==> src/hw/rtl/scd_pkg.sv <==
// shared types and constants for the servo and motor command decoder
// no dependencies; imported by every module of the block
package scd_pkg;

    // ascii codes seen by the line parser
    localparam logic [7:0] CHAR_NUL   = 8'h00;
    localparam logic [7:0] CHAR_TAB   = 8'h09;
    localparam logic [7:0] CHAR_LF    = 8'h0A;
    localparam logic [7:0] CHAR_VT    = 8'h0B;
    localparam logic [7:0] CHAR_FF    = 8'h0C;
    localparam logic [7:0] CHAR_CR    = 8'h0D;
    localparam logic [7:0] CHAR_SPACE = 8'h20;
    localparam logic [7:0] CHAR_PLUS  = 8'h2B;
    localparam logic [7:0] CHAR_MINUS = 8'h2D;
    localparam logic [7:0] CHAR_ZERO  = 8'h30;
    localparam logic [7:0] CHAR_NINE  = 8'h39;
    localparam logic [7:0] CHAR_F     = 8'h46;
    localparam logic [7:0] CHAR_M     = 8'h4D;
    localparam logic [7:0] CHAR_R     = 8'h52;
    localparam logic [7:0] CHAR_S     = 8'h53;

    // fixed motor presets, two's complement
    localparam logic [7:0] SPEED_FWD  = 8'h32;  // +50
    localparam logic [7:0] SPEED_REV  = 8'hCE;  // -50
    localparam logic [7:0] SPEED_STOP = 8'h00;

    localparam logic [7:0] ANGLE_MAX = 8'd180;

    // floor(x/d) = (x * ceil(2^31/d)) >> 31, exact for x < 2^23
    localparam int          RECIP_SHIFT  = 31;
    localparam logic [24:0] RECIP_DIV180 = 25'd11930465;
    localparam logic [24:0] RECIP_DIV100 = 25'd21474837;

    // configuration register map
    localparam logic [1:0] CFG_SERVO_MIN  = 2'd0;
    localparam logic [1:0] CFG_SERVO_SPAN = 2'd1;
    localparam logic [1:0] CFG_MOTOR_FULL = 2'd2;

    localparam logic [14:0] SERVO_MIN_RESET  = 15'd1000;
    localparam logic [14:0] SERVO_SPAN_RESET = 15'd1000;
    localparam logic [14:0] MOTOR_FULL_RESET = 15'd999;

    typedef enum logic [1:0] {
        KIND_SERVO   = 2'd0,
        KIND_MOTOR   = 2'd1,
        KIND_UNKNOWN = 2'd2
    } cmd_kind_t;

    // number parse phase, one-hot
    typedef enum logic [3:0] {
        PH_LEAD   = 4'b0001,
        PH_SIGN   = 4'b0010,
        PH_DIGITS = 4'b0100,
        PH_DONE   = 4'b1000
    } num_phase_t;

    // decoded line handed from the parser to the scaler
    typedef struct packed {
        cmd_kind_t  kind;
        logic [7:0] value;  // angle for servo, two's complement speed for motor
    } line_cmd_t;

    typedef struct packed {
        logic [14:0] servo_min;
        logic [14:0] servo_span;
        logic [14:0] motor_full;
    } cfg_regs_t;

endpackage

==> src/hw/rtl/servo_motor_command_decoder_core.sv <==
// top level of the servo and motor command decoder
// depends on scd_pkg, scd_line_parser and scd_cmd_scaler
//
// Takes one received text byte per transfer on the s_ channel, one per clock when
// the result side keeps up, and decodes text command lines. A CR or LF ends a
// non-empty line and produces one result transfer on the m_ channel: "S<n>" sets
// the servo (angle clamped to 180, compare = min + angle*span/180), "MF", "MR",
// "MS" and "M<n>" set the motor speed, sign and duty compare count, anything
// else reports an unrecognized line. Bytes past MAX_CHARS in a line are dropped
// and a NUL ends the text early. A result reaches the m_ ports through two
// registers: the 8x15 multiply against the configuration count runs in the
// transfer cycle into a pipeline register, and the reciprocal divide then runs
// from it into the result register once that register is free.
// Those two registers buffer results, so text bytes keep flowing while a result
// waits; bytes stall only when both hold an untaken result. Configuration
// registers are written through the cfg_ channel, which is always ready out of
// reset, and should only be changed while no line end is still in flight.
module servo_motor_command_decoder_core
    import scd_pkg::*;
#(
    parameter int MAX_CHARS = 15
) (
    input  logic              aclk,
    input  logic              aresetn,

    // configuration write channel
    input  logic              cfg_valid,
    output logic              cfg_ready,
    input  logic [1:0]        cfg_index,
    input  logic [14:0]       cfg_data,

    // received text bytes
    input  logic              s_valid,
    output logic              s_ready,
    input  logic [7:0]        s_rx_char,

    // decoded commands
    output logic              m_valid,
    input  logic              m_ready,
    output logic [1:0]        m_cmd_kind,
    output logic [15:0]       m_servo_compare,
    output logic              m_motor_forward,
    output logic              m_motor_reverse,
    output logic [15:0]       m_motor_compare,
    output logic signed [8:0] m_requested_value
);

    cfg_regs_t cfg_reg, cfg_next;
    logic      in_accept;
    logic      cmd_valid;
    line_cmd_t cmd;
    logic      scaler_ready;

    // configuration writes never stall out of reset
    assign cfg_ready = aresetn;

    // register index decode, unused index ignored
    always_comb begin
        cfg_next = cfg_reg;
        if (cfg_valid) begin
            unique case (cfg_index)
                CFG_SERVO_MIN:  cfg_next.servo_min  = cfg_data;
                CFG_SERVO_SPAN: cfg_next.servo_span = cfg_data;
                CFG_MOTOR_FULL: cfg_next.motor_full = cfg_data;
                default:        cfg_next = cfg_reg;
            endcase
        end
    end

    always_ff @(posedge aclk) begin
        if (!aresetn) begin
            cfg_reg.servo_min  <= SERVO_MIN_RESET;
            cfg_reg.servo_span <= SERVO_SPAN_RESET;
            cfg_reg.motor_full <= MOTOR_FULL_RESET;
        end else begin
            cfg_reg <= cfg_next;
        end
    end

    // byte transfer happens whenever the scaler has room for a possible result
    assign s_ready   = scaler_ready && aresetn;
    assign in_accept = s_valid && s_ready;

    // line state and command decode
    scd_line_parser #(
        .MAX_CHARS (MAX_CHARS)
    ) u_parser (
        .aclk      (aclk),
        .aresetn   (aresetn),
        .accept    (in_accept),
        .rx_char   (s_rx_char),
        .cmd_valid (cmd_valid),
        .cmd       (cmd)
    );

    // compare count arithmetic and result register
    scd_cmd_scaler u_scaler (
        .aclk              (aclk),
        .aresetn           (aresetn),
        .cmd_valid         (cmd_valid),
        .cmd               (cmd),
        .cfg               (cfg_reg),
        .in_ready          (scaler_ready),
        .m_valid           (m_valid),
        .m_ready           (m_ready),
        .m_cmd_kind        (m_cmd_kind),
        .m_servo_compare   (m_servo_compare),
        .m_motor_forward   (m_motor_forward),
        .m_motor_reverse   (m_motor_reverse),
        .m_motor_compare   (m_motor_compare),
        .m_requested_value (m_requested_value)
    );

endmodule

==> src/hw/rtl/scd_line_parser.sv <==
// per-byte line parser: keeps command letters and the running atoi value
// depends on scd_pkg
module scd_line_parser
    import scd_pkg::*;
#(
    parameter int MAX_CHARS = 15
) (
    input  logic       aclk,
    input  logic       aresetn,
    input  logic       accept,
    input  logic [7:0] rx_char,
    output logic       cmd_valid,
    output line_cmd_t  cmd
);

    localparam int CNT_W = $clog2(MAX_CHARS + 1);

    logic [CNT_W-1:0] char_count_reg, char_count_next;
    logic [7:0]       first_char_reg, first_char_next;
    logic [7:0]       second_char_reg, second_char_next;
    logic             string_ended_reg, string_ended_next;
    num_phase_t       phase_reg, phase_next;
    logic             negative_reg, negative_next;
    logic [7:0]       accum_reg, accum_next;

    logic       line_end;
    logic       is_digit;
    logic       is_space;
    logic       is_sign;
    logic [7:0] accum_digit;
    num_phase_t phase_upd;
    logic       negative_upd;
    logic [7:0] accum_upd;
    logic [7:0] number_value;

    assign line_end = (rx_char == CHAR_LF) || (rx_char == CHAR_CR);
    assign is_digit = (rx_char >= CHAR_ZERO) && (rx_char <= CHAR_NINE);
    assign is_space = (rx_char == CHAR_SPACE) || (rx_char == CHAR_TAB) ||
                      (rx_char == CHAR_VT) || (rx_char == CHAR_FF);
    assign is_sign  = (rx_char == CHAR_PLUS) || (rx_char == CHAR_MINUS);
    // accum*10 + digit, wrapped to 8 bits
    assign accum_digit = 8'({accum_reg, 3'b000} + {accum_reg, 1'b0}) +
                         (rx_char - CHAR_ZERO);

    // atoi step for one character
    always_comb begin
        phase_upd    = phase_reg;
        negative_upd = negative_reg;
        accum_upd    = accum_reg;
        unique case (phase_reg)
            PH_LEAD: begin
                if (is_space) begin
                    phase_upd = PH_LEAD;
                end else if (is_sign) begin
                    negative_upd = (rx_char == CHAR_MINUS);
                    phase_upd    = PH_SIGN;
                end else if (is_digit) begin
                    accum_upd = accum_digit;
                    phase_upd = PH_DIGITS;
                end else begin
                    phase_upd = PH_DONE;
                end
            end
            PH_SIGN, PH_DIGITS: begin
                if (is_digit) begin
                    accum_upd = accum_digit;
                    phase_upd = PH_DIGITS;
                end else begin
                    phase_upd = PH_DONE;
                end
            end
            PH_DONE: begin
                phase_upd = PH_DONE;
            end
            default: begin
                phase_upd = PH_DONE;
            end
        endcase
    end

    always_comb begin
        char_count_next   = char_count_reg;
        first_char_next   = first_char_reg;
        second_char_next  = second_char_reg;
        string_ended_next = string_ended_reg;
        phase_next        = phase_reg;
        negative_next     = negative_reg;
        accum_next        = accum_reg;
        if (accept) begin
            if (line_end) begin
                char_count_next   = '0;
                first_char_next   = CHAR_NUL;
                second_char_next  = CHAR_NUL;
                string_ended_next = 1'b0;
                phase_next        = PH_LEAD;
                negative_next     = 1'b0;
                accum_next        = '0;
            end else if (char_count_reg < CNT_W'(MAX_CHARS)) begin
                if (!string_ended_reg) begin
                    if (char_count_reg == '0) begin
                        first_char_next = rx_char;
                    end else begin
                        if (char_count_reg == CNT_W'(1)) begin
                            second_char_next = rx_char;
                        end
                        if (rx_char != CHAR_NUL) begin
                            phase_next    = phase_upd;
                            negative_next = negative_upd;
                            accum_next    = accum_upd;
                        end
                    end
                    if (rx_char == CHAR_NUL) begin
                        string_ended_next = 1'b1;
                    end
                end
                char_count_next = char_count_reg + 1'b1;
            end
        end
    end

    always_ff @(posedge aclk) begin
        if (!aresetn) begin
            char_count_reg   <= '0;
            first_char_reg   <= CHAR_NUL;
            second_char_reg  <= CHAR_NUL;
            string_ended_reg <= 1'b0;
            phase_reg        <= PH_LEAD;
            negative_reg     <= 1'b0;
            accum_reg        <= '0;
        end else begin
            char_count_reg   <= char_count_next;
            first_char_reg   <= first_char_next;
            second_char_reg  <= second_char_next;
            string_ended_reg <= string_ended_next;
            phase_reg        <= phase_next;
            negative_reg     <= negative_next;
            accum_reg        <= accum_next;
        end
    end

    // line decode from the kept state
    assign number_value = negative_reg ? 8'(8'd0 - accum_reg) : accum_reg;
    assign cmd_valid    = accept && line_end && (char_count_reg != '0);

    always_comb begin
        cmd.value = number_value;
        if (first_char_reg == CHAR_S) begin
            cmd.kind = KIND_SERVO;
        end else if (first_char_reg == CHAR_M) begin
            cmd.kind = KIND_MOTOR;
            if (second_char_reg == CHAR_F) begin
                cmd.value = SPEED_FWD;
            end else if (second_char_reg == CHAR_R) begin
                cmd.value = SPEED_REV;
            end else if (second_char_reg == CHAR_S) begin
                cmd.value = SPEED_STOP;
            end
        end else begin
            cmd.kind = KIND_UNKNOWN;
        end
    end

endmodule

==> src/hw/rtl/scd_cmd_scaler.sv <==
// two-stage compare count scaler: multiply by config, then reciprocal divide
// depends on scd_pkg; holds the result register of the block
module scd_cmd_scaler
    import scd_pkg::*;
(
    input  logic              aclk,
    input  logic              aresetn,
    input  logic              cmd_valid,
    input  line_cmd_t         cmd,
    input  cfg_regs_t         cfg,
    output logic              in_ready,
    output logic              m_valid,
    input  logic              m_ready,
    output logic [1:0]        m_cmd_kind,
    output logic [15:0]       m_servo_compare,
    output logic              m_motor_forward,
    output logic              m_motor_reverse,
    output logic [15:0]       m_motor_compare,
    output logic signed [8:0] m_requested_value
);

    // stage 1 registers
    logic              p1_valid_reg, p1_valid_next;
    cmd_kind_t         p1_kind_reg;
    logic signed [8:0] p1_req_reg;
    logic              p1_fwd_reg;
    logic              p1_rev_reg;
    logic [22:0]       p1_prod_reg;

    // result registers
    logic              out_valid_reg, out_valid_next;
    logic [1:0]        out_kind_reg;
    logic [15:0]       out_scmp_reg;
    logic              out_fwd_reg;
    logic              out_rev_reg;
    logic [15:0]       out_mcmp_reg;
    logic signed [8:0] out_req_reg;

    logic              out_adv;
    logic [7:0]        angle_clamped;
    logic [7:0]        speed_mag;
    logic [7:0]        mul_a;
    logic [14:0]       mul_b;
    logic signed [8:0] req_s1;
    logic              fwd_s1;
    logic              rev_s1;
    logic [24:0]       recip;
    logic [47:0]       quot_wide;
    logic [15:0]       quot;

    assign out_adv  = !out_valid_reg || m_ready;
    assign in_ready = !p1_valid_reg || out_adv;

    assign angle_clamped = (cmd.value > ANGLE_MAX) ? ANGLE_MAX : cmd.value;
    assign speed_mag     = cmd.value[7] ? 8'(8'd0 - cmd.value) : cmd.value;

    always_comb begin
        mul_a  = '0;
        mul_b  = cfg.motor_full;
        req_s1 = '0;
        fwd_s1 = 1'b0;
        rev_s1 = 1'b0;
        unique case (cmd.kind)
            KIND_SERVO: begin
                mul_a  = angle_clamped;
                mul_b  = cfg.servo_span;
                req_s1 = $signed({1'b0, cmd.value});
            end
            KIND_MOTOR: begin
                mul_a  = speed_mag;
                req_s1 = $signed({cmd.value[7], cmd.value});
                fwd_s1 = !cmd.value[7] && (cmd.value != 8'd0);
                rev_s1 = cmd.value[7];
            end
            default: begin
                mul_a = '0;
            end
        endcase
    end

    always_comb begin
        p1_valid_next = p1_valid_reg;
        if (cmd_valid) begin
            p1_valid_next = 1'b1;
        end else if (out_adv) begin
            p1_valid_next = 1'b0;
        end
        out_valid_next = out_valid_reg;
        if (out_adv) begin
            out_valid_next = p1_valid_reg;
        end
    end

    always_ff @(posedge aclk) begin
        if (!aresetn) begin
            p1_valid_reg  <= 1'b0;
            out_valid_reg <= 1'b0;
        end else begin
            p1_valid_reg  <= p1_valid_next;
            out_valid_reg <= out_valid_next;
        end
    end

    always_ff @(posedge aclk) begin
        if (cmd_valid) begin
            p1_kind_reg <= cmd.kind;
            p1_req_reg  <= req_s1;
            p1_fwd_reg  <= fwd_s1;
            p1_rev_reg  <= rev_s1;
            p1_prod_reg <= 23'(mul_a) * 23'(mul_b);
        end
    end

    // divide by 180 or 100 through a reciprocal multiply
    assign recip     = (p1_kind_reg == KIND_SERVO) ? RECIP_DIV180 : RECIP_DIV100;
    assign quot_wide = 48'(p1_prod_reg) * 48'(recip);
    assign quot      = quot_wide[RECIP_SHIFT+15:RECIP_SHIFT];

    always_ff @(posedge aclk) begin
        if (p1_valid_reg && out_adv) begin
            out_kind_reg <= p1_kind_reg;
            out_req_reg  <= p1_req_reg;
            out_fwd_reg  <= p1_fwd_reg;
            out_rev_reg  <= p1_rev_reg;
            out_scmp_reg <= (p1_kind_reg == KIND_SERVO) ?
                            16'(cfg.servo_min) + quot : 16'd0;
            out_mcmp_reg <= (p1_kind_reg == KIND_MOTOR) ? quot : 16'd0;
        end
    end

    assign m_valid           = out_valid_reg;
    assign m_cmd_kind        = out_kind_reg;
    assign m_servo_compare   = out_scmp_reg;
    assign m_motor_forward   = out_fwd_reg;
    assign m_motor_reverse   = out_rev_reg;
    assign m_motor_compare   = out_mcmp_reg;
    assign m_requested_value = out_req_reg;

endmodule
==> config.mk <==
export PLATFORM = sky130hd
export DESIGN_NAME = servo_motor_command_decoder_core
export DESIGN_NICKNAME = d
export VERILOG_FILES = /design/src/hw/rtl/scd_pkg.sv /design/src/hw/rtl/servo_motor_command_decoder_core.sv /design/src/hw/rtl/scd_line_parser.sv /design/src/hw/rtl/scd_cmd_scaler.sv
export SDC_FILE = /design/constraint.sdc
export NUM_CORES = 1
export LEC_CHECK = 0
export ABC_AREA = 1
export BUFFER_PORTS_ARGS = -buffer_cell sky130_fd_sc_hd__buf_2
export CAP_MARGIN = 20
export CORE_ASPECT_RATIO = 1.25
export CORE_MARGIN = 10
export CORE_UTILIZATION = 59
export CTS_CLUSTER_DIAMETER = 120
export DETAILED_ROUTE_END_ITERATION = 8
export PLACE_DENSITY_LB_ADDON = 0.25
export SLEW_MARGIN = 20
export SYNTH_ARGS = -nofsm -noshare
export SYNTH_HDL_FRONTEND = slang
export SYNTH_SLANG_ARGS = --single-unit
export TNS_END_PERCENT = 30
==> constraint.sdc <==
create_clock -name aclk -period 8.2 [get_ports aclk]
set_clock_uncertainty 0.1 [all_clocks]
set_input_delay 1.64 -clock aclk [delete_from_list [all_inputs] [get_ports aclk]]
set_output_delay 1.64 -clock aclk [all_outputs]
set_load 0.01 [all_outputs]
==> run metrics, run 1 <==
post-place setup slack=-0.282 ns; delay-heaviest family, CP=adder cells; Pwr Density=79.4 mW/mm²; outcome=complete, no violations; Hold Path Class=reg2reg; Power Internal=1.53 mW; fin nets=3995; core area=0.0433 mm²; Initial Util=59.9%; Clock Path Buffers=2; CTS Hold Buffers Added=0; clk_lat worst skew=0.45 ns; Antenna Cells=0; GRT Overall Usage=28.6%; P_sw=0.784 mW; worst-path maximum fanout=13; register area=0.00405 mm²; htree depth=4; clock sink total=162; DRT iter0 DRCs=1334; Worst Path Required=8.31 ns; slowest CP cell=fa_1; Remaining Overflow, GRT=0; startpoint types=register; post-route clock period utilization=97.1%; Avg WL per Cell=19.8 µm; standard-cell rows=85; Num CTS Buffers=17; Multi-input gate area=0.0193 mm²; Via-to-Cell Ratio=5.49; 1st-pass router iterations=6; routed vias=20884; ANT nets after route=0; Routed met1 length=27100 µm; worst hold slack=0.328 ns; sequential fraction of the synthesis area=15.6%; DR WL met2=40500 µm; Setup CP Type=reg2reg; number of global-route vias before repair=22359; share of synthesized registers carrying an async set or reset=0%; first-pass GRT wire length=118000 µm; maxcap violations=0; Crit path largest cell delay=0.60 ns; Fin. Hold Viols=0; Mapped Area=0.0259 mm²; WP buf/inv=6; critical path capture point type=register; Static Leak=15.0 nW; CTS clk-pin slew, worst paths=0.07 ns; Port Buffers=77; Synth area leaders=fa_1 31%, ha_1 16%, inv_1 11%; Met3 Routed Length=3080 µm; VDD IR max=0.182 mV; fin. max-slew vios=0; Yosys reg bits=162; number of flops mapped to enable cells by yosys=81; Comb pwr share=27.8%; final core utilization=67.3%; fmax=0.126 GHz; Clock power frac=34.6%; Final min period=7.96 ns; Syn Area/Cell=8.55 µm²; Placer Congestion=1.04; die area=0.0527 mm²; ys flop type=edfxtp_1; Area Growth Syn to Fin=12.5%; YS warnings=0; # setup viols final=0; top routing layer used=met4; io pins=78; Worst Max-Slew Pin Slew=0.742 ns; Net Sw Frac=33.9%; synthesized instance count=3030; drt total wl=75500 µm; CTS tree=built; dpl hpwl=65100 µm; Root Driver=clkbuf_16; Distinct cells, synth=57; DRC=0; max reg flops=45; # fillers=3582; WP data arrival=8.07 ns; Die Ht=254 µm; largest net degree at the start of global routing=72; final setup margin=0.238 ns; Reg power frac=37.6%; leading area contributor after synthesis=fa_1; chip width=207 µm; area share of the largest cell type after synthesis=31.2%; CP dominant cell by count=fa_1; initial antenna violation count=0; fraction of layout cells with a size suffix above 1=14.9%; worst rel slew slack=50.1%
==> layer usage <==
metal,track usage [%],vias up
met5,0,-
met4,17.0,0
met3,2.77,223
met2,54.4,636
met1,30.1,10302
li1,-,9723
==> what timing repair did <==
action	CTS	global route
endpoints found under the hold margin	0	0
buffers inserted	0	10
gates resized for setup	7	169
endpoints found under the setup margin	8	12
gates cloned	0	1
pin swaps	0	43
==> power by group through the flow <==
stage | clock network, mW | logic [mW] | registers [mW]
after floorplan | 0 | 0.353 | 0.883
after global placement | 0 | 0.542 | 0.886
after detailed placement | 0 | 0.551 | 0.887
after CTS | 0.808 | 0.556 | 0.869
after global routing | 0.837 | 0.709 | 0.871
final | 0.800 | 0.644 | 0.870
==> layout make-up <==
cell class	instances	share of cell area [%]
clock inverters	15	0.640
clock buffers	17	1.46
multi-input cells	2037	66.1
inverters	785	10.1
well taps	565	2.43
repair buffers	224	5.37
flip-flops and latches	162	13.9
==> stage by stage <==
stage                     instance area (µm²)  total power [mW]  instances  TNS, ns
after floorplan                         25900              1.24       3041        0
after global placement                  27800              1.43       3761    -1.03
after detailed placement                27800              1.44       3761    -1.32
after CTS                               28400              2.23       3793        0
after global routing                    29100              2.42       3805   -0.185
final                                   29100              2.31       3805        0
==> placed cells by master (no fill, tap or decap), types with 11 or more instances in the layout <==
| master | count |
|---|---|
| fa_1 | 399 |
| xnor2_1 | 20 |
| nor2_2 | 36 |
| nand3_1 | 82 |
| nor2_1 | 274 |
| conb_1 | 13 |
| buf_4 | 141 |
| a21oi_1 | 158 |
| buf_2 | 77 |
| ha_1 | 315 |
| inv_1 | 757 |
| nand4_1 | 25 |
| nor3_1 | 13 |
| nand2_1 | 321 |
| dfxtp_1 | 81 |
| clkbuf_16 | 18 |
| a21o_1 | 11 |
| o21ai_0 | 119 |
| xor2_1 | 17 |
| inv_2 | 24 |
| a21oi_2 | 34 |
| ha_4 | 15 |
| o21ai_1 | 19 |
| nor2_4 | 23 |
| nand2_2 | 24 |
| edfxtp_1 | 81 |
==> cells in the mapped netlist (3+ instances only) <==
| master | n |
|---|---|
| nand2_1 | 332 |
| o211ai_1 | 4 |
| nor2_1 | 311 |
| buf_2 | 5 |
| edfxtp_1 | 81 |
| nand2_4 | 8 |
| a211oi_1 | 3 |
| nor2_2 | 14 |
| a21oi_1 | 180 |
| a21oi_4 | 3 |
| nor2_4 | 8 |
| a21boi_0 | 6 |
| nand3_1 | 84 |
| inv_1 | 767 |
| nor4_1 | 3 |
| a21oi_2 | 13 |
| inv_2 | 15 |
| nand2_2 | 13 |
| buf_6 | 8 |
| xor2_1 | 20 |
| clkbuf_1 | 38 |
| a31oi_1 | 8 |
| nor3_1 | 20 |
| nand4_1 | 25 |
| nor2b_1 | 5 |
| nand3_2 | 7 |
| o21ai_1 | 4 |
| ha_1 | 334 |
| o21bai_1 | 9 |
| a21o_1 | 11 |
| nand3b_1 | 4 |
| fa_1 | 404 |
| xnor2_1 | 20 |
| dfxtp_1 | 81 |
| buf_4 | 4 |
| o21a_1 | 7 |
| or2_2 | 6 |
| o21ai_0 | 141 |
==> logic make-up (layout without fill, tap and decap cells) <==
family | after synthesis | after routing | synth area share [%]
AOI/OAI and AO/OA | 397 | 397 | 8.55
other | 2 | 13 | 0.0290
buffers and inverters | 842 | 1041 | 12.6
adders and majority gates | 738 | 738 | 47.3
xor gates and xnor gates | 40 | 40 | 1.35
DFF | 162 | 162 | 15.6
and+or+nand+nor | 849 | 849 | 14.4
==> final timing paths <==
path	slack, ns	end	start	depth (start not counted)
worst min register to register	0.33	u_scaler.m_requested_value[1]	u_scaler.p1_req_reg[1]	0
worst max-delay path	0.24	u_scaler.m_servo_compare[9]	u_scaler.p1_kind_reg[0]	32
worst max register to register	0.24	u_scaler.m_servo_compare[9]	u_scaler.p1_kind_reg[0]	32
worst min-delay path	0.33	u_scaler.m_requested_value[1]	u_scaler.p1_req_reg[1]	0
(Power assumes the default switching activity.)
==> run 2, diff against run 1 <==
- ABC_AREA: 1 -> default
- CAP_MARGIN: 20 -> 15
==> run 2 against run 1 <==
Effect of this change: the run now ends with negative setup slack left; synthesized cell count is 16% lower; non-clock buffer count is 158 higher; routed wire length is 7.0% lower; first-iteration DRC count is 26% lower; via count is 8.0% lower; critical path type unchanged; largest cell class unchanged; largest power group unchanged.
==> run metrics, run 2 <==
Via-to-Cell Ratio=5.53 (+0.80%); ys flop type=edfxtp_1; ANT nets after route=0 (unchanged); sequential fraction of the synthesis area=16.4% (+0.77 points); Pwr Density=65.9 mW/mm² (-17%); Fin. Hold Viols=0 (unchanged); Power Internal=1.39 mW (-9.4%); WP data arrival=9.00 ns (+0.93 ns); Static Leak=15.2 nW (+1.6%); area share of the largest cell type after synthesis=32.8% (+1.5 points); chip width=203 µm (-2.2%); Final min period=8.79 ns (+0.831 ns); commonest non-fill, non-tap cell in the layout=inv_1; Die Ht=249 µm (-2.2%); Avg WL per Cell=20.2 µm (+1.9%); P_sw=0.532 mW (-32%); core area=0.0412 mm² (-4.8%); fraction of layout cells with a size suffix above 1=20.5% (+5.6 points); commonest cells after routing, fill and taps aside=609 x inv_1, 383 x fa_1, 318 x ha_1; worst rel slew slack=23.7% (-26 points); routed vias=19219 (-8.0%); CTS Hold Buffers Added=0 (unchanged); Num CTS Buffers=17 (unchanged); worst-path maximum fanout=7 (-6); synthesized instance count=2558 (-16%); YS warnings=0 (unchanged); DRT iter0 DRCs=988 (-26%); startpoint types=register; final setup margin=-0.593 ns (-0.831 ns); 1st-pass router iterations=5 (-1); standard-cell rows=83 (-2.4%); number of global-route vias before repair=21140 (-5.5%); fin nets=3674 (-8.0%); Hold Path Class=reg2reg; Root Driver=clkbuf_16; CTS tree=built; final core utilization=70.6% (+3.2 points); Syn Area/Cell=9.65 µm² (+13%); CP dominant cell by count=fa_1; drt total wl=70300 µm (-7.0%); Area Growth Syn to Fin=17.9%; delay-heaviest family, CP=adder cells; outcome=finished, violations left; Setup CP Type=reg2reg; leading area contributor after synthesis=fa_1; GRT Overall Usage=28.2% (-0.41 points); VDD IR max=0.151 mV (-17%); # setup viols final=9 (+9); Initial Util=59.9% (about the same); Crit path largest cell delay=0.69 ns (+0.09 ns); Comb pwr share=15.7% (-12 points); fin. max-slew vios=0 (unchanged); CTS clk-pin slew, worst paths=0.07 ns (about the same); Net Sw Frac=27.7% (-6.2 points); share of synthesized registers carrying an async set or reset=0% (unchanged); slowest CP cell=fa_1; first-pass GRT wire length=111000 µm (-5.8%); Yosys reg bits=162 (unchanged); fmax=0.114 GHz (-9.5%); Clock Path Buffers=2 (unchanged); Clock power frac=39.3% (+4.7 points); die area=0.0505 mm² (-4.3%); Synth top cells by count=626 x inv_1, 404 x fa_1, 334 x ha_1; max reg flops=45 (unchanged); Port Buffers=77 (unchanged); failing checks=negative setup slack; critical path capture point type=register; dpl hpwl=59800 µm (-8.2%); WP buf/inv=5 (-1); Remaining Overflow, GRT=0 (unchanged); largest net degree at the start of global routing=83 (+15%); Mapped Area=0.0247 mm² (-4.7%); Distinct cells, synth=87 (+53%); htree depth=4 (unchanged); clk_lat worst skew=0.45 ns (about the same); Reg power frac=45.0% (+7.4 points); DRC=0 (unchanged); # fillers=3122 (-13%); worst hold slack=0.324 ns (-0.00406 ns); number of flops mapped to enable cells by yosys=81 (unchanged); top-count cell post-synth=inv_1; Placer Congestion=1.05 (+1.1%); post-route clock period utilization=107% (+10 points); maxcap violations=0 (unchanged); Worst Max-Slew Pin Slew=1.11 ns (+0.371 ns); Worst Path Required=8.40 ns (+0.09 ns); unrepaired setup endpoints after global routing=yes; io pins=78 (unchanged); clock sink total=162 (unchanged); Synth area leaders=fa_1 33%, ha_1 17%, edfxtp_1 9.9%; initial antenna violation count=4 (+4)
==> run 2: changes by cell type after synthesis, moves of 33 or more <==
cell     previous run  this run
nor2_1            311       152
nand2_1           332       180
inv_1             767       626
a21oi_1           180        54
o21ai_0           141        50
nand3_1            84        44
mux2i_1             0        33
==> run 2: kinds of logic after synthesis <==
group / synth area share, %
adder cells (fa/ha/maj): 49.7
buffers and inverters: 10.7
AND/OR/NAND/NOR: 11.8
AO/OA/AOI/OAI: 7.76
flip-flops: 16.4
XOR/XNOR: 2.16
multiplexers: 1.43
other: 0.0304
==> run 2: timing repair <==
| item | in CTS | in global routing |
|---|---|---|
| pin swaps | 12 | 67 |
| resized for setup | 28 | 84 |
| setup buffers | 9 | 16 |
| gates cloned | 1 | 0 |
| setup endpoints to repair | 9 | 11 |
| hold endpoints to repair | 0 | 0 |
==> run 2: path summary, 6_finish.rpt <==
check | slack (ns) | start | cells after the start | to
min | 0.32 | u_scaler.p1_req_reg[7] | 0 | u_scaler.m_requested_value[7]
max reg2reg | -0.59 | u_scaler.p1_kind_reg[0] | 30 | u_scaler.m_servo_compare[15]
min reg2reg | 0.32 | u_scaler.p1_req_reg[7] | 0 | u_scaler.m_requested_value[7]
max | -0.59 | u_scaler.p1_kind_reg[0] | 30 | u_scaler.m_servo_compare[15]
==> run 2: per-stage QoR <==
step | instance area, µm² | TNS, ns | cells | setup WS [ns] | power (mW)
2_1_floorplan | 25000 | -0.210 | 2569 | -0.108 | 1.05
3_3_place_gp | 27900 | -2.19 | 3413 | -0.465 | 1.14
3_5_place_dp | 27900 | -3.88 | 3413 | -0.665 | 1.15
4_1_cts | 28600 | -2.79 | 3455 | -0.558 | 1.91
5_1_grt | 29100 | -5.87 | 3473 | -0.819 | 1.99
6_report | 29100 | -3.32 | 3474 | -0.593 | 1.92
==> run 2: worst register-to-register path, delay by kind of cell (launching register included) <==
| kind | cells | cell delay [ns] |
|---|---|---|
| adder cells (fa/ha/maj) | 9 | 4.17 |
| AND/OR/NAND/NOR | 8 | 1.91 |
| AO/OA/AOI/OAI | 6 | 1.30 |
| buffers and inverters | 5 | 0.47 |
| flip-flops | 1 | 0.43 |
| multiplexers | 1 | 0.14 |
| XOR/XNOR | 1 | 0.11 |
==> run 2: metal layers <==
| metal | track usage [%] | vias to the layer above | share of wire [%] |
|---|---|---|---|
| li1 | - | 8767 | - |
| met1 | 29.4 | 9618 | 35 |
| met2 | 50.7 | 599 | 52 |
| met3 | 4.46 | 233 | 4.7 |
| met4 | 19.5 | 2 | 7.8 |
| met5 | 0 | - | 0.019 |
==> run 2: power groups by stage <==
stage	clock, mW	sequential [mW]	combinational (mW)
floorplan	0	0.878	0.168
global placement	0	0.880	0.265
detailed placement	0	0.881	0.273
CTS	0.763	0.863	0.283
global route	0.796	0.864	0.327
finish	0.754	0.863	0.301
==> run 2: layout make-up <==
cell class | instances | area (µm²) | area share (%)
diodes | 3 | 7.51 | 0.0258
clock buffers | 18 | 429 | 1.47
clock inverters | 14 | 119 | 0.409
inverters | 628 | 2360 | 8.10
multi-input cells | 1715 | 18700 | 64.3
flip-flops and latches | 162 | 4050 | 13.9
well taps | 552 | 691 | 2.37
repair buffers | 382 | 2730 | 9.37
